## src/rtl/core/ssp_pkg.sv

```systemverilog
package ssp_pkg;

    // Fixed-point layout
    localparam int Q_SHIFT    = 16;
    localparam int COORD_W    = 26;
    localparam int VEC_W      = 18;
    localparam int SCREEN_W   = 13;
    localparam int REL_W      = COORD_W + 1;
    localparam int PROD_W     = VEC_W + REL_W;
    localparam int DIFF_W     = PROD_W + 1;
    localparam int MAG_W      = PROD_W;
    localparam int DETP_W     = 2 * VEC_W;
    localparam int DET_W      = DETP_W;
    localparam int DEPTH_W    = 32;
    localparam int DIV1_NW    = MAG_W + Q_SHIFT;
    localparam int CPROD_W    = SCREEN_W + DEPTH_W + 1;
    localparam int DIV2_NW    = CPROD_W - 1;

    localparam int CFG_IDX_W  = 3;
    localparam int CFG_DATA_W = COORD_W;

    typedef enum logic [CFG_IDX_W-1:0] {
        CFG_SCREEN_WIDTH  = 3'd0,
        CFG_SCREEN_HEIGHT = 3'd1,
        CFG_PLAYER_X      = 3'd2,
        CFG_PLAYER_Y      = 3'd3,
        CFG_DIR_X         = 3'd4,
        CFG_DIR_Y         = 3'd5,
        CFG_PLANE_X       = 3'd6,
        CFG_PLANE_Y       = 3'd7
    } cfg_idx_t;

    localparam logic [SCREEN_W-1:0]    RST_SCREEN_WIDTH  = 13'd640;
    localparam logic [SCREEN_W-1:0]    RST_SCREEN_HEIGHT = 13'd480;
    localparam logic signed [VEC_W-1:0] RST_DIR_X        = 18'sd65536;
    localparam logic signed [VEC_W-1:0] RST_PLANE_Y      = 18'sd43254;

    typedef struct packed {
        logic [SCREEN_W-1:0]       screen_width;
        logic [SCREEN_W-1:0]       screen_height;
        logic [COORD_W-1:0]        player_x;
        logic [COORD_W-1:0]        player_y;
        logic signed [VEC_W-1:0]   dir_x;
        logic signed [VEC_W-1:0]   dir_y;
        logic signed [VEC_W-1:0]   plane_x;
        logic signed [VEC_W-1:0]   plane_y;
    } ssp_cfg_t;

    // Sideband through the camera-space divider
    typedef struct packed {
        logic tx_neg;
        logic depth_neg;
        logic det_zero;
    } ssp_side1_t;

    // Sideband through the screen-space divider
    typedef struct packed {
        logic                       center_neg;
        logic                       degen;
        logic signed [DEPTH_W-1:0]  depth;
    } ssp_side2_t;

    typedef struct packed {
        logic signed [15:0]        screen_center;
        logic [14:0]               sprite_size;
        logic [14:0]               first_column;
        logic signed [15:0]        last_column;
        logic [14:0]               first_row;
        logic signed [15:0]        last_row;
        logic signed [DEPTH_W-1:0] depth;
        logic                      degenerate;
    } ssp_res_t;

endpackage

```

## src/rtl/core/ssp_outq.sv

```systemverilog
// Two-word output queue; the pipeline holds when it is full.
module ssp_outq import ssp_pkg::*; (
    input  logic     clk,
    input  logic     rst_n,
    input  logic     push_valid,
    input  ssp_res_t push_data,
    output logic     space,
    output logic     out_valid,
    output ssp_res_t out_data,
    input  logic     out_ready
);

    ssp_res_t   mem_reg [2];
    logic       wr_ptr_reg, rd_ptr_reg;
    logic [1:0] count_reg;
    logic       push, pop;

    assign space     = (count_reg != 2'd2);
    assign push      = space && push_valid;
    assign out_valid = (count_reg != 2'd0);
    assign pop       = out_valid && out_ready;
    assign out_data  = mem_reg[rd_ptr_reg];

    always_ff @(posedge clk or negedge rst_n)
    begin
        if (!rst_n)
        begin
            wr_ptr_reg <= 1'b0;
            rd_ptr_reg <= 1'b0;
            count_reg  <= 2'd0;
        end
        else
        begin
            if (push)
                wr_ptr_reg <= ~wr_ptr_reg;
            if (pop)
                rd_ptr_reg <= ~rd_ptr_reg;
            if (push && !pop)
                count_reg <= count_reg + 2'd1;
            else if (pop && !push)
                count_reg <= count_reg - 2'd1;
        end
    end

    always_ff @(posedge clk)
    begin
        if (push)
            mem_reg[wr_ptr_reg] <= push_data;
    end

endmodule

```

## config.mk

```make
export PLATFORM = sky130hd
export DESIGN_NAME = ssp_outq
export DESIGN_NICKNAME = d
export VERILOG_FILES = /design/src/rtl/core/ssp_pkg.sv /design/src/rtl/core/ssp_outq.sv
export SDC_FILE = /design/constraint.sdc
export NUM_CORES = 1
export LEC_CHECK = 0
export BUFFER_PORTS_ARGS = -buffer_cell sky130_fd_sc_hd__buf_4
export CORE_AREA = 3 3 198 180
export CTS_BUF_LIST = sky130_fd_sc_hd__clkbuf_8
export CTS_CLUSTER_DIAMETER = 100
export DETAILED_ROUTE_END_ITERATION = 16
export DIE_AREA = 0 0 201 183
export PLACE_DENSITY = 0.47
export REMOVE_ABC_BUFFERS = 1
export SKIP_CTS_REPAIR_TIMING = 1
export SYNTH_ARGS = -nofsm -noshare
export SYNTH_HDL_FRONTEND = slang
export SYNTH_SLANG_ARGS = --single-unit
```

## constraint.sdc

```tcl
create_clock -name clk -period 9.2 [get_ports clk]
set_input_delay 2.76 -clock clk [delete_from_list [all_inputs] [get_ports clk]]
set_output_delay 2.76 -clock clk [all_outputs]
set_load 0.005 [all_outputs]
```

==> impl_metrics.tcl <==
set metrics [dict create \
    drt-total-wl_um 20640 \
    synth_seq_cells 256 \
    vdd_drop_max_mv 0.1422 \
    cp.required_ns 6.44 \
    setup_viol_count_final 0 \
    maxCapViolCount 0 \
    yosys.area_share.simple 0.003596 \
    grt_max_degree 76 \
    grt_setup_unrepaired "no" \
    stdcell_count 1200 \
    dp_hpwl_um 13270 \
    cts_root_buf "clkbuf_8" \
    cp_data_arrival_time_ns 3.15 \
    clk_pin_slew_ns 0.06 \
    tns_ns 0 \
    pwr_density_cell_mw_per_mm2 304.3 \
    critPathSlowestCell "dfrtp_4" \
    std_cell_rows 64 \
    syn-cell-area_mm2 0.009394 \
    seq_area_mm2 0.007671 \
    dieWidth_um 201 \
    start_util 0.2773 \
    nets 835 \
    grt_pass1_wl_um 31340 \
    dr_wl_met2_um 10000 \
    die_h_um 183 \
    nFillCells 3165 \
    hp-class "reg2reg" \
    run_status "finished, final reports clean" \
    crit_path_max_incr_delay_ns 0.97 \
    grt_use_total 0.1090 \
    dr.pass1.iters 4 \
    drt_iter0_drc 142 \
    period_needed_ns 5.911 \
    whs_ns 0.5089 \
    largest_reg_flops 252 \
    synthXorXnorAreaFrac 0.004662 \
    vias 4829 \
    combPwrFrac 0.295 \
    io_buffers 257 \
    slew_headroom 0.2433 \
    yosysUniqueCellTypes 15 \
    core-area_mm2 0.03387 \
    tightest_slew_ns 1.135 \
    cp-start-kind "flip-flop" \
    timing_worst_setup_path_type "reg2out" \
    hold_viol_final 0 \
    clk_latency_ns 0.54 \
    wl_met3_um 1758 \
    internal_power_mw 2.821 \
    cpMostUsedCell "buf_4" \
    cp_top_family "buffers and inverters" \
    syn_inst 410 \
    routed.top_layer "met5" \
    ios 258 \
    multi_input_area_mm2 0.001634 \
    ys_seq_area_frac 0.8162 \
    die_area_mm2 0.03678 \
    synth.area.mux_share 0.1630 \
    avgRoutedWirePerCell_um 17.20 \
    power_switching_share 0.2715 \
    slew_violations 0 \
    avgSynthCellArea_um2 22.91 \
    cp_max_fo 73 \
    crit_chain "buf_4 -> mux2_2 -> buf_4" \
    synth_top_family_by_area "multiplexers" \
    gp_congestion 0.6956 \
    finalClockSkew_ns 0.01154 \
    clkPwrFrac 0.263 \
    cp-end-kind "primary output" \
    antenna_found_initial 1 \
    cts_buffers 45 \
    fmax_mhz 169.2 \
    critPathBufInv 2 \
    cts_tree "yes" \
    htreeDepth 2 \
    p_sw_mw 1.051 \
    placed_cells 1119 \
    yosys_warnings 0 \
    n_antenna_cell 0 \
    drive_above_1_share 0.6070 \
    synth-compound-area-share 0 \
    post-route-drc-count 0 \
    clock-sinks 256 \
    fin_crit_sh 0.6425 \
    grt_overflow 0 \
    power_leakage_nw 4.801 \
    grt_pass1_vias 5401 \
    clk_path_buf_depth 3 \
    seq_power_share 0.442 \
    wl_met1_um 8309 \
    ant_nets 0 \
    synth_fa_ha_area_frac 0.001332 \
    via_per_inst 4.024 \
    syn2layout_area_growth_pct 35.46 \
]
-- power by group through the flow --
stage                     logic, mW  clock network (mW)  registers [mW]
after detailed placement       1.17                   0            1.74
after CTS                      1.18                1.07            1.72
after global routing           1.24                1.13            1.74
after floorplan               0.591                   0            1.79
final                          1.14                1.02            1.71
after global placement         1.16                   0            1.73
-- synth_stat cells --
| cell type | instances | share of area |
|---|---|---|
| and3_1 | 1 | 0.00067 |
| buf_2 | 9 | 0.0048 |
| buf_6 | 5 | 0.0060 |
| dfrtp_1 | 4 | 0.011 |
| edfxtp_1 | 252 | 0.81 |
| ha_1 | 1 | 0.0013 |
| inv_1 | 1 | 0.00040 |
| mux2_2 | 96 | 0.12 |
| mux2_4 | 30 | 0.048 |
| nand2_1 | 2 | 0.00080 |
| nand2b_1 | 1 | 0.00067 |
| nor2_1 | 2 | 0.00080 |
| or2_2 | 1 | 0.00067 |
| xnor2_1 | 3 | 0.0028 |
| xor2_1 | 2 | 0.0019 |
-- through the flow --
step / cell area (um2) / setup slack [ns] / power (mW) / utilization
after global routing: 12720 / 3.045 / 4.106 / 0.3757
after detailed placement: 11850 / 3.765 / 2.918 / 0.3497
after CTS: 12720 / 3.132 / 3.974 / 0.3757
final: 12720 / 3.289 / 3.873 / 0.3757
after floorplan: 9293 / 0.5023 / 2.378 / -
after global placement: 11850 / 3.857 / 2.892 / 0.3497
-- final timing paths --
check	startpoint	end	slack [ns]	cells after the start
worst max-delay path	rd_ptr_reg	out_data[43]	3.29	3
worst min-delay path	count_reg[1]	count_reg[1]	0.51	1
worst max register to register	count_reg[0]	mem_reg[1][100]	6.45	3
worst min register to register	count_reg[1]	count_reg[1]	0.51	1
max in group asynchronous	rst_n	rd_ptr_reg	7.08	1
min in group asynchronous	rst_n	wr_ptr_reg	2.00	1
-- kinds of logic (layout without fill, tap and decap cells) --
group	after synthesis	in the layout
xor+xnor	5	5
fa+ha+maj	1	1
buf+inv	15	343
flops	256	256
mux	126	126
simple gates	7	7
-- cells in the final DEF, fill, tap and decap left out, types with 2 or more instances in the layout --
cell        instances
buf_4             261
clkinvlp_4          2
bufinv_16           4
clkbuf_8           45
dfrtp_1             3
clkinv_1           12
xor2_1              2
nand2_1             2
clkinv_2            5
inv_1              13
mux2_4             30
xnor2_1             3
edfxtp_1          252
mux2_2             96
-- cell type report --
class	count	share of cell area
clock inverters	36	0.02035
multi-input cells	139	0.1284
well taps	462	0.04543
inverters	1	0.0002950
clock buffers	45	0.04867
repair buffers	261	0.1540
flip-flops and latches	256	0.6029
-- worst register-to-register path: cells and delay by family (launching register included) --
family / cells / cell delay, ns
flip-flops: 1 / 0.41
AND/OR/NAND/NOR: 2 / 0.87
buffers and inverters: 1 / 0.99
-- metal layers --
metal | track usage | vias to the layer above
li1 | - | 2222
met1 | 0.1294 | 2382
met2 | 0.1763 | 172
met3 | 0.04862 | 51
met4 | 0.03990 | 2
met5 | 0 | -
Note: power is estimated with default switching activity, not from simulation.
