File: src/rtl/core/ssp_pkg.sv
package ssp_pkg;

    // Fixed-point layout
    localparam int Q_SHIFT    = 16;
    localparam int COORD_W    = 26;
    localparam int VEC_W      = 18;
    localparam int SCREEN_W   = 13;
    localparam int REL_W      = COORD_W + 1;
    localparam int PROD_W     = VEC_W + REL_W;
    localparam int DIFF_W     = PROD_W + 1;
    localparam int MAG_W      = PROD_W;
    localparam int DETP_W     = 2 * VEC_W;
    localparam int DET_W      = DETP_W;
    localparam int DEPTH_W    = 32;
    localparam int DIV1_NW    = MAG_W + Q_SHIFT;
    localparam int CPROD_W    = SCREEN_W + DEPTH_W + 1;
    localparam int DIV2_NW    = CPROD_W - 1;

    localparam int CFG_IDX_W  = 3;
    localparam int CFG_DATA_W = COORD_W;

    typedef enum logic [CFG_IDX_W-1:0] {
        CFG_SCREEN_WIDTH  = 3'd0,
        CFG_SCREEN_HEIGHT = 3'd1,
        CFG_PLAYER_X      = 3'd2,
        CFG_PLAYER_Y      = 3'd3,
        CFG_DIR_X         = 3'd4,
        CFG_DIR_Y         = 3'd5,
        CFG_PLANE_X       = 3'd6,
        CFG_PLANE_Y       = 3'd7
    } cfg_idx_t;

    localparam logic [SCREEN_W-1:0]    RST_SCREEN_WIDTH  = 13'd640;
    localparam logic [SCREEN_W-1:0]    RST_SCREEN_HEIGHT = 13'd480;
    localparam logic signed [VEC_W-1:0] RST_DIR_X        = 18'sd65536;
    localparam logic signed [VEC_W-1:0] RST_PLANE_Y      = 18'sd43254;

    typedef struct packed {
        logic [SCREEN_W-1:0]       screen_width;
        logic [SCREEN_W-1:0]       screen_height;
        logic [COORD_W-1:0]        player_x;
        logic [COORD_W-1:0]        player_y;
        logic signed [VEC_W-1:0]   dir_x;
        logic signed [VEC_W-1:0]   dir_y;
        logic signed [VEC_W-1:0]   plane_x;
        logic signed [VEC_W-1:0]   plane_y;
    } ssp_cfg_t;

    // Sideband through the camera-space divider
    typedef struct packed {
        logic tx_neg;
        logic depth_neg;
        logic det_zero;
    } ssp_side1_t;

    // Sideband through the screen-space divider
    typedef struct packed {
        logic                       center_neg;
        logic                       degen;
        logic signed [DEPTH_W-1:0]  depth;
    } ssp_side2_t;

    typedef struct packed {
        logic signed [15:0]        screen_center;
        logic [14:0]               sprite_size;
        logic [14:0]               first_column;
        logic signed [15:0]        last_column;
        logic [14:0]               first_row;
        logic signed [15:0]        last_row;
        logic signed [DEPTH_W-1:0] depth;
        logic                      degenerate;
    } ssp_res_t;

endpackage

File: src/rtl/core/ssp_finish.sv
// Saturate center and size, then clamp the column and row span.
module ssp_finish import ssp_pkg::*; (
    input  logic               clk,
    input  logic               rst_n,
    input  logic               en,
    input  ssp_cfg_t           cfg_q,
    input  logic               in_valid,
    input  logic [DIV2_NW-1:0] quo_center,
    input  logic [DIV2_NW-1:0] quo_size,
    input  ssp_side2_t         side_in,
    output logic               out_valid,
    output ssp_res_t           res
);

    logic                      vld_reg;
    logic signed [15:0]        center_reg;
    logic [14:0]               size_reg;
    logic                      degen_reg;
    logic signed [DEPTH_W-1:0] depth_reg;

    logic [15:0]               center_next;
    logic [14:0]               size_next;
    logic [13:0]               half;
    logic [11:0]               hh;
    logic signed [17:0]        r0, c0, c1;
    logic [17:0]               r1;

    always_comb
    begin
        if (side_in.center_neg)
            center_next = (quo_center > DIV2_NW'(32768)) ? 16'h8000 : -quo_center[15:0];
        else
            center_next = (quo_center > DIV2_NW'(32767)) ? 16'h7FFF : quo_center[15:0];
        size_next = (quo_size > DIV2_NW'(32767)) ? 15'h7FFF : quo_size[14:0];
    end

    always_ff @(posedge clk or negedge rst_n)
    begin
        if (!rst_n)
        begin
            vld_reg <= 1'b0;
        end
        else if (en)
        begin
            vld_reg <= in_valid;
        end
    end

    always_ff @(posedge clk)
    begin
        if (en)
        begin
            center_reg <= center_next;
            size_reg   <= size_next;
            degen_reg  <= side_in.degen;
            depth_reg  <= side_in.depth;
        end
    end

    always_comb
    begin
        half = size_reg[14:1];
        hh   = cfg_q.screen_height[SCREEN_W-1:1];
        r0   = $signed({6'b0, hh}) - $signed({4'b0, half});
        r1   = {6'b0, hh} + {4'b0, half};
        c0   = 18'(center_reg) - $signed({4'b0, half});
        c1   = 18'(center_reg) + $signed({4'b0, half});

        res.depth      = depth_reg;
        res.degenerate = degen_reg;
        if (degen_reg)
        begin
            res.screen_center = '0;
            res.sprite_size   = '0;
            res.first_column  = '0;
            res.last_column   = '0;
            res.first_row     = '0;
            res.last_row      = '0;
        end
        else
        begin
            res.screen_center = center_reg;
            res.sprite_size   = size_reg;
            res.first_row     = r0[17] ? 15'd0 : r0[14:0];
            res.last_row      = (r1 >= {5'b0, cfg_q.screen_height})
                                ? 16'({3'b0, cfg_q.screen_height}) - 16'd1 : r1[15:0];
            res.first_column  = c0[17] ? 15'd0 : c0[14:0];
            res.last_column   = (c1 >= $signed({5'b0, cfg_q.screen_width}))
                                ? 16'({3'b0, cfg_q.screen_width}) - 16'd1 : c1[15:0];
        end
    end

    assign out_valid = vld_reg;

endmodule

File: config.mk
export PLATFORM = sky130hd
export DESIGN_NAME = ssp_finish
export DESIGN_NICKNAME = d
export VERILOG_FILES = /design/src/rtl/core/ssp_pkg.sv /design/src/rtl/core/ssp_finish.sv
export SDC_FILE = /design/constraint.sdc
export NUM_CORES = 1
export LEC_CHECK = 0
export CORE_AREA = 2 2 155 157
export CTS_CLUSTER_DIAMETER = 150
export DETAILED_ROUTE_END_ITERATION = 8
export DIE_AREA = 0 0 157 159
export DONT_BUFFER_PORTS = 1
export PLACE_DENSITY_LB_ADDON = 0.05
export SLEW_MARGIN = 40
export SYNTH_ARGS = -nofsm -noshare
export SYNTH_HDL_FRONTEND = slang
export SYNTH_SLANG_ARGS = --single-unit
export TNS_END_PERCENT = 30
File: constraint.sdc
create_clock -name clk -period 10 [get_ports clk]
set_input_delay 2 -clock clk [delete_from_list [all_inputs] [get_ports clk]]
set_output_delay 2 -clock clk [all_outputs]
set_load 0.005 [all_outputs]
==> results of run 1 <==
stage by stage:
stage / setup slack [ns] / area, um2
final: 1.94 / 7840
after global routing: 1.59 / 7840
after CTS: 1.92 / 7840
after detailed placement: 1.93 / 7530
after global placement: 1.74 / 7510
after floorplan: 2.75 / 7330
layout make-up:
type                    instances  area [um2]
fillers                      2461       15300
clock inverters                 7        83.8
inverters                      75         282
multi-input cells             677        4870
repair buffers                  4        33.8
flip-flops and latches         65        1950
well taps                     319         399
diodes                          3        7.51
clock buffers                   9         225
worst paths after layout:
kind | end | startpoint
hold / removal | out_valid | out_valid
hold reg to reg | out_valid | out_valid
min in group asynchronous | out_valid | rst_n
setup / recovery | res[41] | cfg_q[126]
setup reg to reg | out_valid | out_valid
max in group asynchronous | out_valid | rst_n
metal layers:
metal  track usage (%)  vias to the layer above  routed length (um)
met4              2.63                        8                  95
met3              7.73                       14                2370
met5                 0                        -                  55
li1                  -                     3048                   -
met1              24.3                     2911               10400
met2              31.5                      220               11300
critical path: cells and delay by family:
kind / cells / cell delay [ns]
compound gates: 9 / 2.61
fa+ha+maj: 2 / 0.58
buf+inv: 1 / 0.23
mux: 1 / 0.30
simple gates: 3 / 0.34
report_power, final:
group	internal (mW)	switching, mW	total [mW]
combinational	0.154	0.236	0.390
sequential	0.323	0.0232	0.346
clock	0.197	0.123	0.320
cell usage in the layout (no fill, tap or decap), types with 5 or more instances in the layout:
| master | instances |
|---|---|
| a211oi_2 | 9 |
| nor2_1 | 112 |
| o311ai_1 | 11 |
| nand2_1 | 38 |
| a211oi_1 | 9 |
| nand3_1 | 17 |
| or3b_1 | 5 |
| xnor2_1 | 47 |
| ha_1 | 82 |
| mux2i_1 | 11 |
| nand4_1 | 14 |
| clkbuf_16 | 9 |
| o31ai_1 | 7 |
| and3_1 | 5 |
| nor3_1 | 26 |
| nand2b_1 | 9 |
| nor2b_1 | 23 |
| o21bai_1 | 6 |
| o21ai_0 | 23 |
| o21a_1 | 9 |
| o21ai_1 | 7 |
| a31oi_1 | 13 |
| nor3_2 | 6 |
| a21oi_1 | 37 |
| xor2_1 | 16 |
| or3_1 | 33 |
| edfxtp_1 | 64 |
| or2_2 | 6 |
| a21o_1 | 10 |
| inv_1 | 71 |
| nor4_1 | 17 |
cell families after synthesis:
kind of cell	share of synthesized area (%)
xor gates and xnor gates	7.53
buffers and inverters	7.19
muxes	1.66
other	0.0512
AOI/OAI and AO/OA	18.6
DFF	26.6
and+or+nand+nor	23.3
adders and majority gates	15.1
==> flow_summary.toml, run 1 <==
[timing]
whs_ns = 0.560
relSlewSlack_pct = 51.6
period_share_pct = 80.6
clock_skew_ns = 0
setup_viol = 0
drv_slew = 0
period_needed_ns = 8.06
max_freq_mhz = 124
worst_slew_pin_slew_ns = 0.726
fin_tns_setup_ns = 0
final-hold-violation-count = 0
rsz0062_at_grt = "false"

[floorplanning]
die_area_um2 = 25000
dieWidth_um = 157
die_y_um = 159
start_util_pct = 31.6
core-area_um2 = 23200
core.rowCount = 56
io_pins = 405

[run_status]
run_status = "finished clean"

[setup_path]
crit_path_start_kind = "primary input"
cp-end-kind = "output port"
reg2reg_slack_ns = 9.22
criticalPathCategory = "primary input to output port"
cp_slowest_cell = "a221oi_1"
worstPathRequired_ns = 8.00
ff2ff_path_depth = 1
worstPathArrival_ns = 6.06
slowest_delay_ns = 0.45
worstPathMaxFanout = 11
path_cells = "ha_1 -> nand2b_1 -> a221oi_1 -> o21ai_0 -> o31ai_1 -> a21oi_1 -> a21oi_1 -> ha_1 -> a21oi_1 -> nor2_1 -> a2111o_1 -> o22ai_1 -> o21a_1 -> buf_6 -> mux2i_1 -> nor2_1"
critPathMostFrequentCell = "a21oi_1"

[detailed_routing]
drc_errors = 0
firstDrtPassIters = 4
drt_iter0_markers = 348
drt-total-wl_um = 24200
ant_nets = 0
wl_per_cell_um = 20.9
vias_per_cell = 5.35
vias = 6201

[logic_synthesis]
avgSynthCellArea_um2 = 8.57
synth_top_area_share_pct = 26.2
synth_edf_count = 64
yosys_most_used_dff = "edfxtp_1"
yosys-top-cells-area = "edfxtp_1, ha_1, nor2_1"
syn_inst = 855
synth_area_um2 = 7330
synth_seq_area_share_pct = 26.6
synth_most_common_cell = "nor2_1"
yosysTopAreaCell = "edfxtp_1"
ys_top_cells_by_count = "nor2_1, ha_1, inv_1"
netlist-cell-type-count = 79
synthArstFlopShare_pct = 1.54
ys_warn_count = 0
ys_seq_elements = 65

[pwr]
p_per_area_nw_per_um2 = 135
p_leak_nw = 3.05
vdd_drop_max_mv = 0.106
total_power_mw = 1.06

[clock_network]
cts.path.max_buffers = 2
cts_setup_buffers = 0
cts_resized = 0
clk_latency_ns = 0.33
cts_root_buf = "clkbuf_16"
numCtsBuffers = 9
cts_sinks = 65
ctsHtreeMaxLevel = 3
cts_hold_buf = 0
clk_pin_slew_ns = 0.06
cts_tree = "yes"

[grt]
overflow = 0
antenna_found_initial = 6
grt_max_degree = 66
grt_pass1_vias = 6370
grt_pass1_wl_um = 37200
gr-usage-all-layers_pct = 19.2

[finish]
largest_reg_flops = 32
fin_nets = 1196
utilization_pct = 33.8
syn2layout_area_growth_pct = 7.03
drive_gt1_share_pct = 7.77
final_cells = 1159

[placement]
numPlacedInstances = 1140
dp_hpwl_um = 20300
placement.io_buffers = 0
place.gp.congestion = 0.834

[min_path]
min_path_cells = 1
min_path_type = "flop to flop"

[run]
drv_cap = 0
No activity file was read; power rests on OpenSTA's default activity.
==> inputs of run 2 (changes only) <==
clock period = 7.4 ns   (was 10 ns; I/O delays follow)
==> flow_summary.toml, run 2 (synthesized netlist as in run 1, its figures left out) <==
[placement]
place.gp.congestion = 0.871
placement.io_buffers = 0
dp_hpwl_um = 20200

[setup_path]
critPathMostFrequentCell = "a21oi_1"
worstPathRequired_ns = 5.92
slowest_delay_ns = 0.56
path_cells = "ha_1 -> nand2b_1 -> a221oi_1 -> o21ai_0 -> o31ai_1 -> a21oi_1 -> a21oi_1 -> ha_1 -> a21oi_1 -> nor2_1 -> a2111o_1 -> o22ai_1 -> o21a_1 -> buf_4 -> mux2i_1 -> nor2_1"
cp_slowest_cell = "o21a_1"
worstPathMaxFanout = 10
cp-end-kind = "output port"
crit_path_start_kind = "primary input"
criticalPathCategory = "primary input to output port"
worstPathArrival_ns = 5.62

[detailed_routing]
firstDrtPassIters = 5
drt-total-wl_um = 24300
wl_per_cell_um = 20.9
ant_nets = 0
drc_errors = 0
drt_iter0_markers = 382
vias_per_cell = 5.37
vias = 6238

[grt]
antenna_found_initial = 6
gr-usage-all-layers_pct = 19.0
grt_pass1_vias = 6118
grt_pass1_wl_um = 36500
grt_max_degree = 66
overflow = 0

[floorplanning]
die_area_um2 = 25000
start_util_pct = 31.6
core-area_um2 = 23200
die_y_um = 159
io_pins = 405
dieWidth_um = 157
core.rowCount = 56

[clock_network]
ctsHtreeMaxLevel = 3
cts.path.max_buffers = 2
clk_latency_ns = 0.33
cts_root_buf = "clkbuf_16"
cts_hold_buf = 0
cts_tree = "yes"
cts_setup_buffers = 0
numCtsBuffers = 9
clk_pin_slew_ns = 0.06
cts_resized = 0
cts_sinks = 65

[finish]
largest_reg_flops = 32
syn2layout_area_growth_pct = 7.41
drive_gt1_share_pct = 7.88
final-seq-area_um2 = 1950
multi_input_area_um2 = 4870
mostFrequentLayoutCells = "nor2_1, ha_1, inv_1"
fill_cells = 2439
fin_nets = 1197
utilization_pct = 33.9
layout_commonest_cell = "nor2_1"

[timing]
relSlewSlack_pct = 53.9
period_needed_ns = 7.10
rsz0062_at_grt = "false"
worst_slew_pin_slew_ns = 0.692
drv_slew = 0
clock_skew_ns = 0
fin_tns_setup_ns = 0
max_freq_mhz = 141
setup_viol = 0
final-hold-violation-count = 0
period_share_pct = 95.9

[pwr]
p_clk_share_pct = 31.6
p_leak_nw = 3.07
intPower_uw = 944
combPwrFrac_pct = 36.3
swShare_pct = 35.3
p_per_area_nw_per_um2 = 185
vdd_drop_max_mv = 0.154
power.switching_uw = 515
seq_power_share_pct = 32.1

[run]
drv_cap = 0

[min_path]
min_path_type = "flop to flop"

[run_status]
run_status = "finished clean"
==> run 2: cell types whose count changed in the layout (fill, tap and decap cells not counted) <==
| cell | change |
|---|---|
| buf_4 | +2 |
| buf_6 | -1 |
| bufinv_16 | +1 |
| clkinv_2 | +1 |
| clkinv_4 | +1 |
| clkinvlp_4 | -1 |
| diode_2 | +2 |
| inv_6 | -2 |
==> run 2: routing by layer <==
layer	share of wire, %	wire (um)	track usage (%)	vias to the layer above
li1	-	-	-	3040
met1	44	10700	24.6	2928
met2	45	11000	30.0	244
met3	9.3	2270	6.91	22
met4	1.4	340	4.42	4
met5	0.11	27	0	-
==> run 2: layout make-up <==
type | count | area share, %
diodes | 5 | 0.159
multi-input cells | 677 | 61.8
clock inverters | 7 | 1.30
inverters | 75 | 3.58
repair buffers | 5 | 0.477
well taps | 319 | 5.07
clock buffers | 9 | 2.86
flip-flops and latches | 65 | 24.7
==> run 2: power by group through the flow <==
| stage | Clock (mW) | Sequential [mW] | Combinational (mW) |
|---|---|---|---|
| after detailed placement | 0 | 0.475 | 0.529 |
| after CTS | 0.473 | 0.469 | 0.532 |
| after global routing | 0.487 | 0.473 | 0.591 |
| final | 0.461 | 0.468 | 0.530 |
| after global placement | 0 | 0.476 | 0.525 |
| after floorplan | 0 | 0.457 | 0.425 |
==> run 2: final timing paths <==
kind,from,endpoint,slack (ns),depth (start not counted)
setup reg to reg,out_valid,out_valid,6.63,1
hold reg to reg,out_valid,out_valid,0.55,1
setup / recovery,cfg_q[126],res[37],0.30,16
hold / removal,out_valid,out_valid,0.55,1
max in group asynchronous,rst_n,out_valid,6.49,0
min in group asynchronous,rst_n,out_valid,0.84,0
==> run 2: critical path, delay by kind of cell <==
family,cells,cell delay (ns)
AO/OA/AOI/OAI,9,2.76
adder cells (fa/ha/maj),2,0.58
buffers and inverters,1,0.27
multiplexers,1,0.21
AND/OR/NAND/NOR,3,0.30
==> run 2: metrics by stage <==
stage / hold slack (ns) / setup WS (ns) / cells / instance area, um2 / power, mW
global route: 0.587 / 0.0510 / 1158 / 7860 / 1.55
finish: 0.547 / 0.304 / 1162 / 7870 / 1.46
CTS: 0.559 / 0.350 / 1157 / 7860 / 1.47
detailed placement: 0.536 / 0.368 / 1141 / 7530 / 1.00
global placement: 0.546 / 0.380 / 1141 / 7520 / 1.00
floorplan: 0.505 / 1.19 / 856 / 7330 / 0.882
