`config.mk`:
```
export PLATFORM = sky130hd
export DESIGN_NAME = ssp_mid
export DESIGN_NICKNAME = d
export VERILOG_FILES = /design/src/rtl/core/ssp_pkg.sv /design/src/rtl/core/ssp_mid.sv
export SDC_FILE = /design/constraint.sdc
export NUM_CORES = 1
export LEC_CHECK = 0
export BUFFER_PORTS_ARGS = -buffer_cell sky130_fd_sc_hd__buf_2
export CAP_MARGIN = 20
export CORE_ASPECT_RATIO = 0.8
export CORE_MARGIN = 10
export CORE_UTILIZATION = 25
export DETAILED_ROUTE_END_ITERATION = 10
export GPL_ROUTABILITY_DRIVEN = 0
export PLACE_DENSITY_LB_ADDON = 0.12
export SETUP_SLACK_MARGIN = 0.05
export SKIP_CTS_REPAIR_TIMING = 1
export SLEW_MARGIN = 10
export SYNTH_ARGS = -nofsm -noshare
export SYNTH_HDL_FRONTEND = slang
export SYNTH_SLANG_ARGS = --single-unit
```
`constraint.sdc`:
```
create_clock -name clk -period 7.8 [get_ports clk]
set_input_delay 1.56 -clock clk [delete_from_list [all_inputs] [get_ports clk]]
set_output_delay 1.56 -clock clk [all_outputs]
set_load 0.005 [all_outputs]
```
`src/rtl/core/ssp_pkg.sv`:
```
package ssp_pkg;

    // Fixed-point layout
    localparam int Q_SHIFT    = 16;
    localparam int COORD_W    = 26;
    localparam int VEC_W      = 18;
    localparam int SCREEN_W   = 13;
    localparam int REL_W      = COORD_W + 1;
    localparam int PROD_W     = VEC_W + REL_W;
    localparam int DIFF_W     = PROD_W + 1;
    localparam int MAG_W      = PROD_W;
    localparam int DETP_W     = 2 * VEC_W;
    localparam int DET_W      = DETP_W;
    localparam int DEPTH_W    = 32;
    localparam int DIV1_NW    = MAG_W + Q_SHIFT;
    localparam int CPROD_W    = SCREEN_W + DEPTH_W + 1;
    localparam int DIV2_NW    = CPROD_W - 1;

    localparam int CFG_IDX_W  = 3;
    localparam int CFG_DATA_W = COORD_W;

    typedef enum logic [CFG_IDX_W-1:0] {
        CFG_SCREEN_WIDTH  = 3'd0,
        CFG_SCREEN_HEIGHT = 3'd1,
        CFG_PLAYER_X      = 3'd2,
        CFG_PLAYER_Y      = 3'd3,
        CFG_DIR_X         = 3'd4,
        CFG_DIR_Y         = 3'd5,
        CFG_PLANE_X       = 3'd6,
        CFG_PLANE_Y       = 3'd7
    } cfg_idx_t;

    localparam logic [SCREEN_W-1:0]    RST_SCREEN_WIDTH  = 13'd640;
    localparam logic [SCREEN_W-1:0]    RST_SCREEN_HEIGHT = 13'd480;
    localparam logic signed [VEC_W-1:0] RST_DIR_X        = 18'sd65536;
    localparam logic signed [VEC_W-1:0] RST_PLANE_Y      = 18'sd43254;

    typedef struct packed {
        logic [SCREEN_W-1:0]       screen_width;
        logic [SCREEN_W-1:0]       screen_height;
        logic [COORD_W-1:0]        player_x;
        logic [COORD_W-1:0]        player_y;
        logic signed [VEC_W-1:0]   dir_x;
        logic signed [VEC_W-1:0]   dir_y;
        logic signed [VEC_W-1:0]   plane_x;
        logic signed [VEC_W-1:0]   plane_y;
    } ssp_cfg_t;

    // Sideband through the camera-space divider
    typedef struct packed {
        logic tx_neg;
        logic depth_neg;
        logic det_zero;
    } ssp_side1_t;

    // Sideband through the screen-space divider
    typedef struct packed {
        logic                       center_neg;
        logic                       degen;
        logic signed [DEPTH_W-1:0]  depth;
    } ssp_side2_t;

    typedef struct packed {
        logic signed [15:0]        screen_center;
        logic [14:0]               sprite_size;
        logic [14:0]               first_column;
        logic signed [15:0]        last_column;
        logic [14:0]               first_row;
        logic signed [15:0]        last_row;
        logic signed [DEPTH_W-1:0] depth;
        logic                      degenerate;
    } ssp_res_t;

endpackage

```
`src/rtl/core/ssp_mid.sv`:
```
// Saturate tx and depth, then form the operands for center and size.
module ssp_mid import ssp_pkg::*; (
    input  logic               clk,
    input  logic               rst_n,
    input  logic               en,
    input  ssp_cfg_t           cfg_q,
    input  logic               in_valid,
    input  logic [DIV1_NW-1:0] quo_tx,
    input  logic [DIV1_NW-1:0] quo_depth,
    input  ssp_side1_t         side_in,
    output logic               out_valid,
    output logic [DIV2_NW-1:0] num_center,
    output logic [DIV2_NW-1:0] num_size,
    output logic [DEPTH_W-1:0] den,
    output ssp_side2_t         side
);

    function automatic logic [DEPTH_W-1:0] sat32(input logic [DIV1_NW-1:0] q,
                                                 input logic neg);
        logic [DEPTH_W-1:0] r;
        if (neg)
        begin
            if (q > DIV1_NW'(64'h8000_0000))
                r = 32'h8000_0000;
            else
                r = -q[DEPTH_W-1:0];
        end
        else
        begin
            if (q > DIV1_NW'(64'h7FFF_FFFF))
                r = 32'h7FFF_FFFF;
            else
                r = q[DEPTH_W-1:0];
        end
        return r;
    endfunction

    logic                      vld_e_reg, vld_f_reg, vld_g_reg;
    logic signed [DEPTH_W-1:0] tx_reg, depth_e_reg, depth_f_reg, depth_g_reg;
    logic                      degen_e_reg, degen_f_reg, degen_g_reg;
    logic signed [DEPTH_W:0]   sum_reg;
    logic [DEPTH_W-1:0]        dmag_f_reg, dmag_g_reg;
    logic                      dneg_f_reg, dneg_g_reg;
    logic signed [CPROD_W-1:0] prod_reg;

    logic [DEPTH_W-1:0]        depth_sat;
    logic [DEPTH_W-1:0]        depth_next;
    logic [DEPTH_W-1:0]        depth_neg_v;
    logic [CPROD_W-1:0]        prod_neg_v;

    always_comb
    begin
        depth_sat  = sat32(quo_depth, side_in.depth_neg);
        depth_next = side_in.det_zero ? '0 : depth_sat;
    end

    assign depth_neg_v = -depth_e_reg;
    assign prod_neg_v  = -prod_reg;

    always_ff @(posedge clk or negedge rst_n)
    begin
        if (!rst_n)
        begin
            vld_e_reg <= 1'b0;
            vld_f_reg <= 1'b0;
            vld_g_reg <= 1'b0;
        end
        else if (en)
        begin
            vld_e_reg <= in_valid;
            vld_f_reg <= vld_e_reg;
            vld_g_reg <= vld_f_reg;
        end
    end

    always_ff @(posedge clk)
    begin
        if (en)
        begin
            tx_reg      <= sat32(quo_tx, side_in.tx_neg);
            depth_e_reg <= depth_next;
            degen_e_reg <= side_in.det_zero || (depth_next == '0);

            sum_reg     <= (DEPTH_W+1)'(depth_e_reg) + (DEPTH_W+1)'(tx_reg);
            dmag_f_reg  <= depth_e_reg[DEPTH_W-1] ? depth_neg_v : depth_e_reg;
            dneg_f_reg  <= depth_e_reg[DEPTH_W-1];
            depth_f_reg <= depth_e_reg;
            degen_f_reg <= degen_e_reg;

            prod_reg    <= $signed({1'b0, cfg_q.screen_width[SCREEN_W-1:1]}) * sum_reg;
            dmag_g_reg  <= dmag_f_reg;
            dneg_g_reg  <= dneg_f_reg;
            depth_g_reg <= depth_f_reg;
            degen_g_reg <= degen_f_reg;
        end
    end

    assign out_valid       = vld_g_reg;
    assign num_center      = prod_reg[CPROD_W-1] ? prod_neg_v[DIV2_NW-1:0]
                                                 : prod_reg[DIV2_NW-1:0];
    assign num_size        = DIV2_NW'({cfg_q.screen_height, {Q_SHIFT{1'b0}}});
    assign den             = dmag_g_reg;
    assign side.center_neg = prod_reg[CPROD_W-1] ^ dneg_g_reg;
    assign side.degen      = degen_g_reg;
    assign side.depth      = depth_g_reg;

endmodule

```
==> impl_metrics.tcl, run 1 <==
set metrics [dict create \
    outcome "complete, no violations" \
    synth_area_um2 28180 \
    fp-row-count 110 \
    crit_fanout 18 \
    final_hold_viol_count 0 \
    yosysMostFrequentCell "inv_1" \
    fp.dieW_um 395.4 \
    synth-compound-area-share_pct 9.431 \
    cts_sinks 275 \
    synth_top_area_share_pct 28.99 \
    antenna_found_initial 10 \
    final_cells 4658 \
    yosys_warnings 0 \
    drc_errors 0 \
    h-tree-depth 2 \
    die_h_um 320.3 \
    syn_area_per_cell_um2 9.808 \
    routedWlPerCell_um 17.56 \
    yosys-mux-area-fraction_pct 0.2709 \
    synth_cell_types 73 \
    synth_top_family_by_area "adder cells" \
    grt_pass1_vias 21090 \
    postLayoutSetupSlackWorst_ns 0.4240 \
    synth_seq_cells 275 \
    initial_core_util_pct 25.12 \
    drive_gt1_share_pct 13.74 \
    largest_reg_flops 46 \
    dpl_worst_slack_ns -0.2275 \
    maxCapViolations 0 \
    fin_crit_sh_pct 94.56 \
    clock_latency_ns 0.58 \
    final-setup-viol-count 0 \
    end_kind "register" \
    worstPathRequired_ns 8.24 \
    grtUsageTotal_pct 12.80 \
    vias_per_cell 4.288 \
    yosys.area_share.simple_pct 16.41 \
    drtPass1Iterations 5 \
    routed_wl_um 81780 \
    ys_seq_area_share_pct 29.25 \
    synthAdderAreaFrac_pct 30.97 \
    grt_max_degree 160 \
    clkTransAtPathRegs_ns 0.07 \
    synth_flop_cell "edfxtp_1" \
    design.die.area_um2 126600 \
    dp.cells 4591 \
    grt_pass1_wl_um 129300 \
    slew_headroom_pct 31.77 \
    skew_ns 0.02988 \
    syn2layout_area_growth_pct 15.44 \
    tightest_slew_ns 0.9977 \
    numCtsBuffers 36 \
    place_area_um2 31340 \
    max_freq_mhz 135.6 \
    cts_tree "built" \
    nNetsFinal 3884 \
    vias 19970 \
    min_path_type "reg2reg" \
    critPathKind "in2reg" \
    ant_nets 0 \
    design_area_um2 32530 \
    yosys-top-cells-count "502 x inv_1, 349 x fa_1, 333 x nand2_1" \
    core-area_um2 112200 \
    startpoint_type "primary input" \
    syn_inst 2873 \
    drt_iter0_drc 1003 \
    clockBufferDepth 3 \
    finalCriticalPeriod_ns 7.376 \
    report.final.slew_viol_count 0 \
    io_buffers 252 \
    cts-root-buf "clkbuf_16" \
    synth_edf_count 272 \
    synth_xor_area_share_pct 4.072 \
    async_reset_ff_share_pct 1.091 \
    cp_data_arrival_time_ns 7.82 \
    synth_area_leaders "edfxtp_1 29%, fa_1 25%, inv_1 6.7%" \
    yosys.area.top_type "edfxtp_1" \
    ios 436 \
    rsz0062_at_grt "no" \
    dp_hpwl_um 66720 \
    grt-ovfl-total 0 \
    rr_startpoint "sum_reg[6]" \
    hp-start "depth_f_reg[31]" \
    startpoint "cfg_q[141]" \
]
## metrics by stage
| stage | utilization, % | TNS, ns | hold slack, ns |
|---|---|---|---|
| 2_1_floorplan | - | 0 | 0.4003 |
| 3_3_place_gp | 27.94 | -1.030 | 0.4006 |
| 3_5_place_dp | 27.94 | -0.7907 | 0.4045 |
| 4_1_cts | 28.99 | 0 | 0.3942 |
| 5_1_grt | 29.00 | 0 | 0.4147 |
| 6_report | 29.00 | 0 | 0.3968 |
## cell type report
cell class / count / area (um^2)
antenna: 3 / 7.507
clock buffer: 45 / 934.6
multi-input combinational: 1959 / 17350
inverter: 502 / 1884
timing repair buffer: 343 / 1967
clock inverter: 19 / 250.2
tap: 1512 / 1892
fill: 11920 / 79640
sequential: 275 / 8243
## layer usage
metal	vias up	track usage (%)	part of all wire, %
met5	-	0	0.10
met4	14	1.662	1.1
met3	71	2.548	4.5
met2	342	19.05	42
met1	9658	19.35	53
li1	9888	-	-
## worst paths after layout
check	end	slack [ns]	cells past startpoint
max in group asynchronous	out_valid	6.90	1
min	depth_g_reg[31]	0.40	0
min reg2reg	depth_g_reg[31]	0.40	0
max reg2reg	prod_reg[39]	0.91	23
min in group asynchronous	vld_f_reg	0.76	1
max	prod_reg[39]	0.42	24
## cell families (layout without fill, tap and decap cells)
kind of cell / count (synthesis) / after routing
buffers and inverters: 670 / 909
xor gates and xnor gates: 131 / 131
muxes: 7 / 7
and+or+nand+nor: 911 / 911
adders and majority gates: 488 / 488
DFF: 275 / 275
other: 1 / 35
AOI/OAI and AO/OA: 390 / 390
## cell usage in the layout (no fill, tap or decap), types with 30 or more instances in the layout
cell / n
clkbuf_16: 36
xnor2_1: 116
or3_1: 35
o311ai_0: 30
inv_1: 502
conb_1: 32
nand2_1: 333
and2_1: 189
buf_4: 90
nand3_1: 42
o21ai_0: 86
ha_1: 139
fa_1: 349
nor2_1: 103
nor3_1: 50
a21oi_1: 82
buf_2: 251
nor4_1: 36
edfxtp_1: 272
## critical path, cell delays in order
cell and delay [ns]:
buf_2 0.20, and2_1 0.20, fa_1 0.53, inv_1 0.05, fa_1 0.52, inv_1 0.05
fa_1 0.53, fa_1 0.50, inv_1 0.05, fa_1 0.53, inv_1 0.04, ha_1 0.33
nand4_1 0.13, nor3_1 0.06, o41ai_1 0.44, buf_4 0.19, a2111oi_0 0.08, buf_4 0.17
o21ai_0 0.35, a21oi_1 0.16, o22ai_1 0.20, or4b_2 0.60, o311ai_0 0.15, buf_4 0.18
Power of run 1 is not shown: default switching activity piles up to over one toggle a cycle in this logic, so the estimate is an artifact.
==> run 2, diff against run 1 <==
--- a/config.mk
+++ b/config.mk
@@ -7,7 +7,6 @@
 export LEC_CHECK = 0
 export BUFFER_PORTS_ARGS = -buffer_cell sky130_fd_sc_hd__buf_2
 export CAP_MARGIN = 20
-export CORE_ASPECT_RATIO = 0.8
 export CORE_MARGIN = 10
 export CORE_UTILIZATION = 25
 export DETAILED_ROUTE_END_ITERATION = 10
==> run 2 against run 1 <==
  * Via count rose by 1.1%
  * Maximum frequency is 0.49% lower
  * Utilization is 0.16 points higher
  * Clock skew down 0.0018 ns
  * Critical path depth fell by 1
  * Register-to-register slack got worse by 0.03 ns
  * Critical path type unchanged
==> impl_metrics.tcl, run 2 (same netlist as run 1, synthesis figures left out) <==
set metrics [dict create \
    initial_core_util_pct 25.12 \
    skew_ns 0.02807 \
    final-setup-viol-count 0 \
    rsz0062_at_grt "no" \
    syn2layout_area_growth_pct 16.10 \
    setup_tns_ns 0 \
    postLayoutSetupSlackWorst_ns 0.3881 \
    antenna_found_initial 22 \
    fill_cells 11920 \
    grt-ovfl-total 0 \
    report.final.slew_viol_count 0 \
    startpoint "cfg_q[141]" \
    drive_gt1_share_pct 14.26 \
    busiest_layer "met2" \
    grt_pass1_vias 21860 \
    cts_sinks 275 \
    numCtsBuffers 37 \
    rr_startpoint "sum_reg[8]" \
    vias 20200 \
    ios 436 \
    finalCriticalPeriod_ns 7.412 \
    tightest_slew_ns 1.152 \
    fp-row-count 123 \
    routedWlPerCell_um 17.42 \
    end_kind "register" \
    outcome "complete, no violations" \
    clockBufferDepth 3 \
    vias_per_cell 4.336 \
    nNetsFinal 3898 \
    routed_wl_um 81170 \
    ff2ff_path_depth 22 \
    drtPass1Iterations 5 \
    crit_fanout 10 \
    critPathKind "in2reg" \
    grt_max_degree 129 \
    clock_latency_ns 0.59 \
    grt_use_met2_pct 20.22 \
    drt_iter0_drc 1048 \
    final_common_cell "inv_1" \
    io_buffers 252 \
    slew_headroom_pct 22.19 \
    startpoint_type "primary input" \
    cp_data_arrival_time_ns 7.72 \
    core-area_um2 112200 \
    dpl_worst_slack_ns -0.2940 \
    drc_errors 0 \
    gr-usage-met1_pct 17.80 \
    maxCapViolations 0 \
    design.die.area_um2 126500 \
    cts_tree "built" \
    worstPathRequired_ns 8.11 \
    clkTransAtPathRegs_ns 0.06 \
    h-tree-depth 2 \
    grt_pass1_wl_um 129800 \
    largest_reg_flops 46 \
    layout_common_cells "502 x inv_1, 349 x fa_1, 333 x nand2_1" \
    max_freq_mhz 134.9 \
    grtUsageTotal_pct 12.90 \
    fin_crit_sh_pct 95.02 \
    min_path_type "reg2reg" \
    hold_depth 0 \
    grt_util_met3_pct 3.241 \
    die_h_um 355.7 \
    final_hold_viol_count 0 \
    cts-root-buf "clkbuf_16" \
    fp.dieW_um 355.7 \
    hp-start "depth_f_reg[19]" \
    ant_nets 0 \
    dp_hpwl_um 67010 \
]
run 2: cell types whose count changed in the layout (fill, tap and decap cells not counted), sizes merged:
cell / before / now
buf: 343 / 356
clkbuf: 45 / 43
clkinv: 13 / 12
inv: 503 / 505
run 2: stage by stage:
step / area, um^2 / util [%] / hold WS, ns / instances
after floorplan: 28290 / - / 0.4003 / 2904
after global placement: 31470 / 28.05 / 0.4023 / 4592
after detailed placement: 31470 / 28.05 / 0.4045 / 4592
after CTS: 32710 / 29.15 / 0.4154 / 4655
after global routing: 32720 / 29.16 / 0.4209 / 4658
final: 32720 / 29.16 / 0.4133 / 4658
run 2: layer usage:
layer	part of all wire, %	wire, um
met1	49	39410
met2	44	35420
met3	5.5	4445
met4	2.1	1705
met5	0.22	177
run 2: critical path, stage by stage:
cell and delay (ns):
buf_2 0.20, and2_1 0.20, fa_1 0.53, inv_1 0.05, fa_1 0.53, inv_1 0.05, fa_1 0.50, fa_1 0.50
inv_1 0.05, fa_1 0.54, inv_1 0.04, ha_1 0.33, nand4_1 0.13, nor3_1 0.06, o41ai_1 0.44, buf_4 0.19
a2111oi_0 0.08, buf_4 0.16, o21ai_0 0.41, a21oi_1 0.17, o22ai_1 0.21, or4b_2 0.59, o311ai_0 0.16
run 2: final cells by class:
| class | instances | area, um^2 | share of cell area (%) |
|---|---|---|---|
| well taps | 1500 | 1877 | 5.737 |
| clock inverters | 20 | 267.8 | 0.8185 |
| multi-input cells | 1959 | 17350 | 53.04 |
| inverters | 502 | 1884 | 5.760 |
| flip-flops and latches | 275 | 8243 | 25.20 |
| clock buffers | 43 | 969.7 | 2.964 |
| repair buffers | 356 | 2115 | 6.463 |
| diodes | 3 | 7.507 | 0.02295 |
run 2: worst paths after layout:
check                                   to  slack (ns)
min in group asynchronous        out_valid        0.78
max in group asynchronous        vld_f_reg        6.90
max                           prod_reg[39]        0.39
max reg2reg                   prod_reg[39]        0.88
min reg2reg                depth_g_reg[19]        0.41
min                        depth_g_reg[19]        0.41
Power of run 2 is left out for the same reason.
==> run 3, diff against run 2 <==
--- a/config.mk
+++ b/config.mk
@@ -5,6 +5,7 @@
 export SDC_FILE = /design/constraint.sdc
 export NUM_CORES = 1
 export LEC_CHECK = 0
+export ABC_AREA = 1
 export BUFFER_PORTS_ARGS = -buffer_cell sky130_fd_sc_hd__buf_2
 export CAP_MARGIN = 20
 export CORE_MARGIN = 10
==> run 3 against run 2 <==
  * Sequential share of layout area decreased by 1.5 points
  * Cell count is 22% higher
  * Hold slack got worse by 0.0056 ns
  * Flip-flop and latch count stayed put
  * Non-clock buffer count down 69
  * Die area increased by 8.7%
  * Global-route usage is 0.55 points higher
  * Maximum frequency rose by 11%
  * Count of clock-buffer cells in the layout up 2
  * Synthesized cell count grew 34%
==> impl_metrics.tcl, run 3 <==
set metrics [dict create \
    synth_area_um2 30790 \
    cts_sinks 275 \
    drtPass1Iterations 5 \
    worstPathRequired_ns 8.09 \
    skew_ns 0.01734 \
    grt-ovfl-total 0 \
    vias 23720 \
    yosys-mux-area-fraction_pct 0.03658 \
    final-seq-area_um2 8243 \
    report.final.slew_viol_count 0 \
    fp.dieW_um 370.9 \
    setup_tns_ns 0 \
    cts_tree "built" \
    final_cells 5706 \
    synth_top_area_share_pct 26.53 \
    cts-root-buf "clkbuf_16" \
    yosys-top-cells-count "954 x inv_1, 902 x nand2_1, 349 x fa_1" \
    core-area_um2 122000 \
    fp-row-count 128 \
    grt_pass1_wl_um 145900 \
    synthAdderAreaFrac_pct 28.34 \
    min_path_type "reg2reg" \
    ios 436 \
    synth_cell_types 52 \
    async_reset_ff_share_pct 1.091 \
    yosysMostFrequentCell "inv_1" \
    drc_errors 0 \
    critPathKind "in2reg" \
    dp.cells 5638 \
    synth_flop_cell "edfxtp_1" \
    rsz0062_at_grt "no" \
    die_h_um 370.9 \
    yosys.area.top_type "edfxtp_1" \
    slew_headroom_pct 30.01 \
    hp-start "depth_f_reg[19]" \
    dp_hpwl_um 78220 \
    final-setup-viol-count 0 \
    synth-compound-area-share_pct 5.824 \
    startpoint_type "primary input" \
    layout_common_cells "954 x inv_1, 902 x nand2_1, 349 x fa_1" \
    rr_startpoint "sum_reg[32]" \
    largest_reg_flops 46 \
    yosys.area_share.simple_pct 19.36 \
    drt_iter0_drc 1091 \
    clockBufferDepth 3 \
    multi_input_area_um2 18200 \
    routed_wl_um 92660 \
    synth_edf_count 272 \
    final_hold_viol_count 0 \
    grtUsageTotal_pct 13.45 \
    routedWlPerCell_um 16.24 \
    crit_fanout 23 \
    numCtsBuffers 35 \
    outcome "complete, no violations" \
    final_common_cell "inv_1" \
    nNetsFinal 4818 \
    yosys_warnings 0 \
    grt_pass1_vias 25570 \
    fill_cells 13460 \
    cp_data_arrival_time_ns 6.98 \
    max_freq_mhz 149.6 \
    maxCapViolations 0 \
    syn_inst 3859 \
    fin_crit_sh_pct 85.73 \
    antenna_found_initial 25 \
    synth_xor_area_share_pct 5.178 \
    io_buffers 252 \
    ff2ff_setup_slack_ns 1.77 \
    tightest_slew_ns 1.050 \
    finalCriticalPeriod_ns 6.687 \
    drive_gt1_share_pct 9.131 \
    vias_per_cell 4.156 \
    fin_util_pct 28.49 \
    grt_max_degree 136 \
    end_kind "register" \
    design.die.area_um2 137600 \
    ys_seq_area_share_pct 26.78 \
    h-tree-depth 2 \
    clock_latency_ns 0.56 \
    clkTransAtPathRegs_ns 0.06 \
    syn_area_per_cell_um2 7.978 \
    ant_nets 0 \
    startpoint "cfg_q[144]" \
    syn2layout_area_growth_pct 12.95 \
    initial_core_util_pct 25.23 \
    synth_area_leaders "edfxtp_1 27%, fa_1 23%, inv_1 12%" \
    fin_hold_ws_ns 0.4076 \
    synth_seq_cells 275 \
    synth_top_family_by_area "adder cells" \
]
## run 3: cell types whose count changed after synthesis, sizes merged, moves of 56 or more
cell | previous run | this run
nor2 | 103 | 340
inv | 502 | 958
nand2 | 333 | 908
nand3 | 42 | 98
o21ai | 89 | 161
and2 | 190 | 1
xor2 | 15 | 121
## run 3: per-stage QoR
step | area (um^2) | setup slack [ns]
final | 34770 | 1.113
after global routing | 34760 | 0.7196
after CTS | 34740 | 1.113
after detailed placement | 33670 | 0.5130
after global placement | 33670 | 0.4993
after floorplan | 30900 | 1.184
## run 3: worst max-delay path, cell delays in order
cell and delay [ns]:
buf_2 0.48, nand2_1 0.16, fa_1 0.53, fa_1 0.53
inv_1 0.06, fa_1 0.47, fa_1 0.57, inv_1 0.07
fa_1 0.53, inv_1 0.04, ha_1 0.38, a21oi_1 0.29
inv_1 0.07, a31oi_1 0.21, nand2_1 0.11, a221oi_1 0.44
nand3_1 0.25, xor2_1 0.20
## run 3: layout make-up
cell class | instances | area share [%]
Clock buffer | 45 | 2.627
Antenna cell | 7 | 0.05038
Sequential cell | 275 | 23.71
Timing Repair Buffer | 287 | 4.577
Multi-Input combinational cell | 2490 | 52.35
Tap cell | 1625 | 5.847
Inverter | 962 | 10.38
Clock inverter | 15 | 0.4570
## run 3: final timing paths
check                                        to  depth (start not counted)
worst max register to register     prod_reg[40]                         18
worst min-delay path            depth_g_reg[19]                          0
min in group asynchronous             out_valid                          1
worst min register to register  depth_g_reg[19]                          0
worst max-delay path               prod_reg[40]                         18
max in group asynchronous             vld_f_reg                          1
## run 3: metal layers
layer	GRT usage [%]	share of wire [%]	vias up
met5	0	0.17	-
met4	2.497	1.6	20
met3	2.592	4.4	105
met2	24.06	49	400
met1	16.74	44	11250
li1	-	-	11940
## run 3: cell families (layout without fill, tap and decap cells)
logic type,count (synthesis),after routing
and+or+nand+nor,1463,1463
buffers and inverters,1125,1309
adders and majority gates,488,488
AOI/OAI and AO/OA,324,324
DFF,275,275
xor gates and xnor gates,182,182
other,1,39
muxes,1,1
Power of run 3 is left out for the same reason.
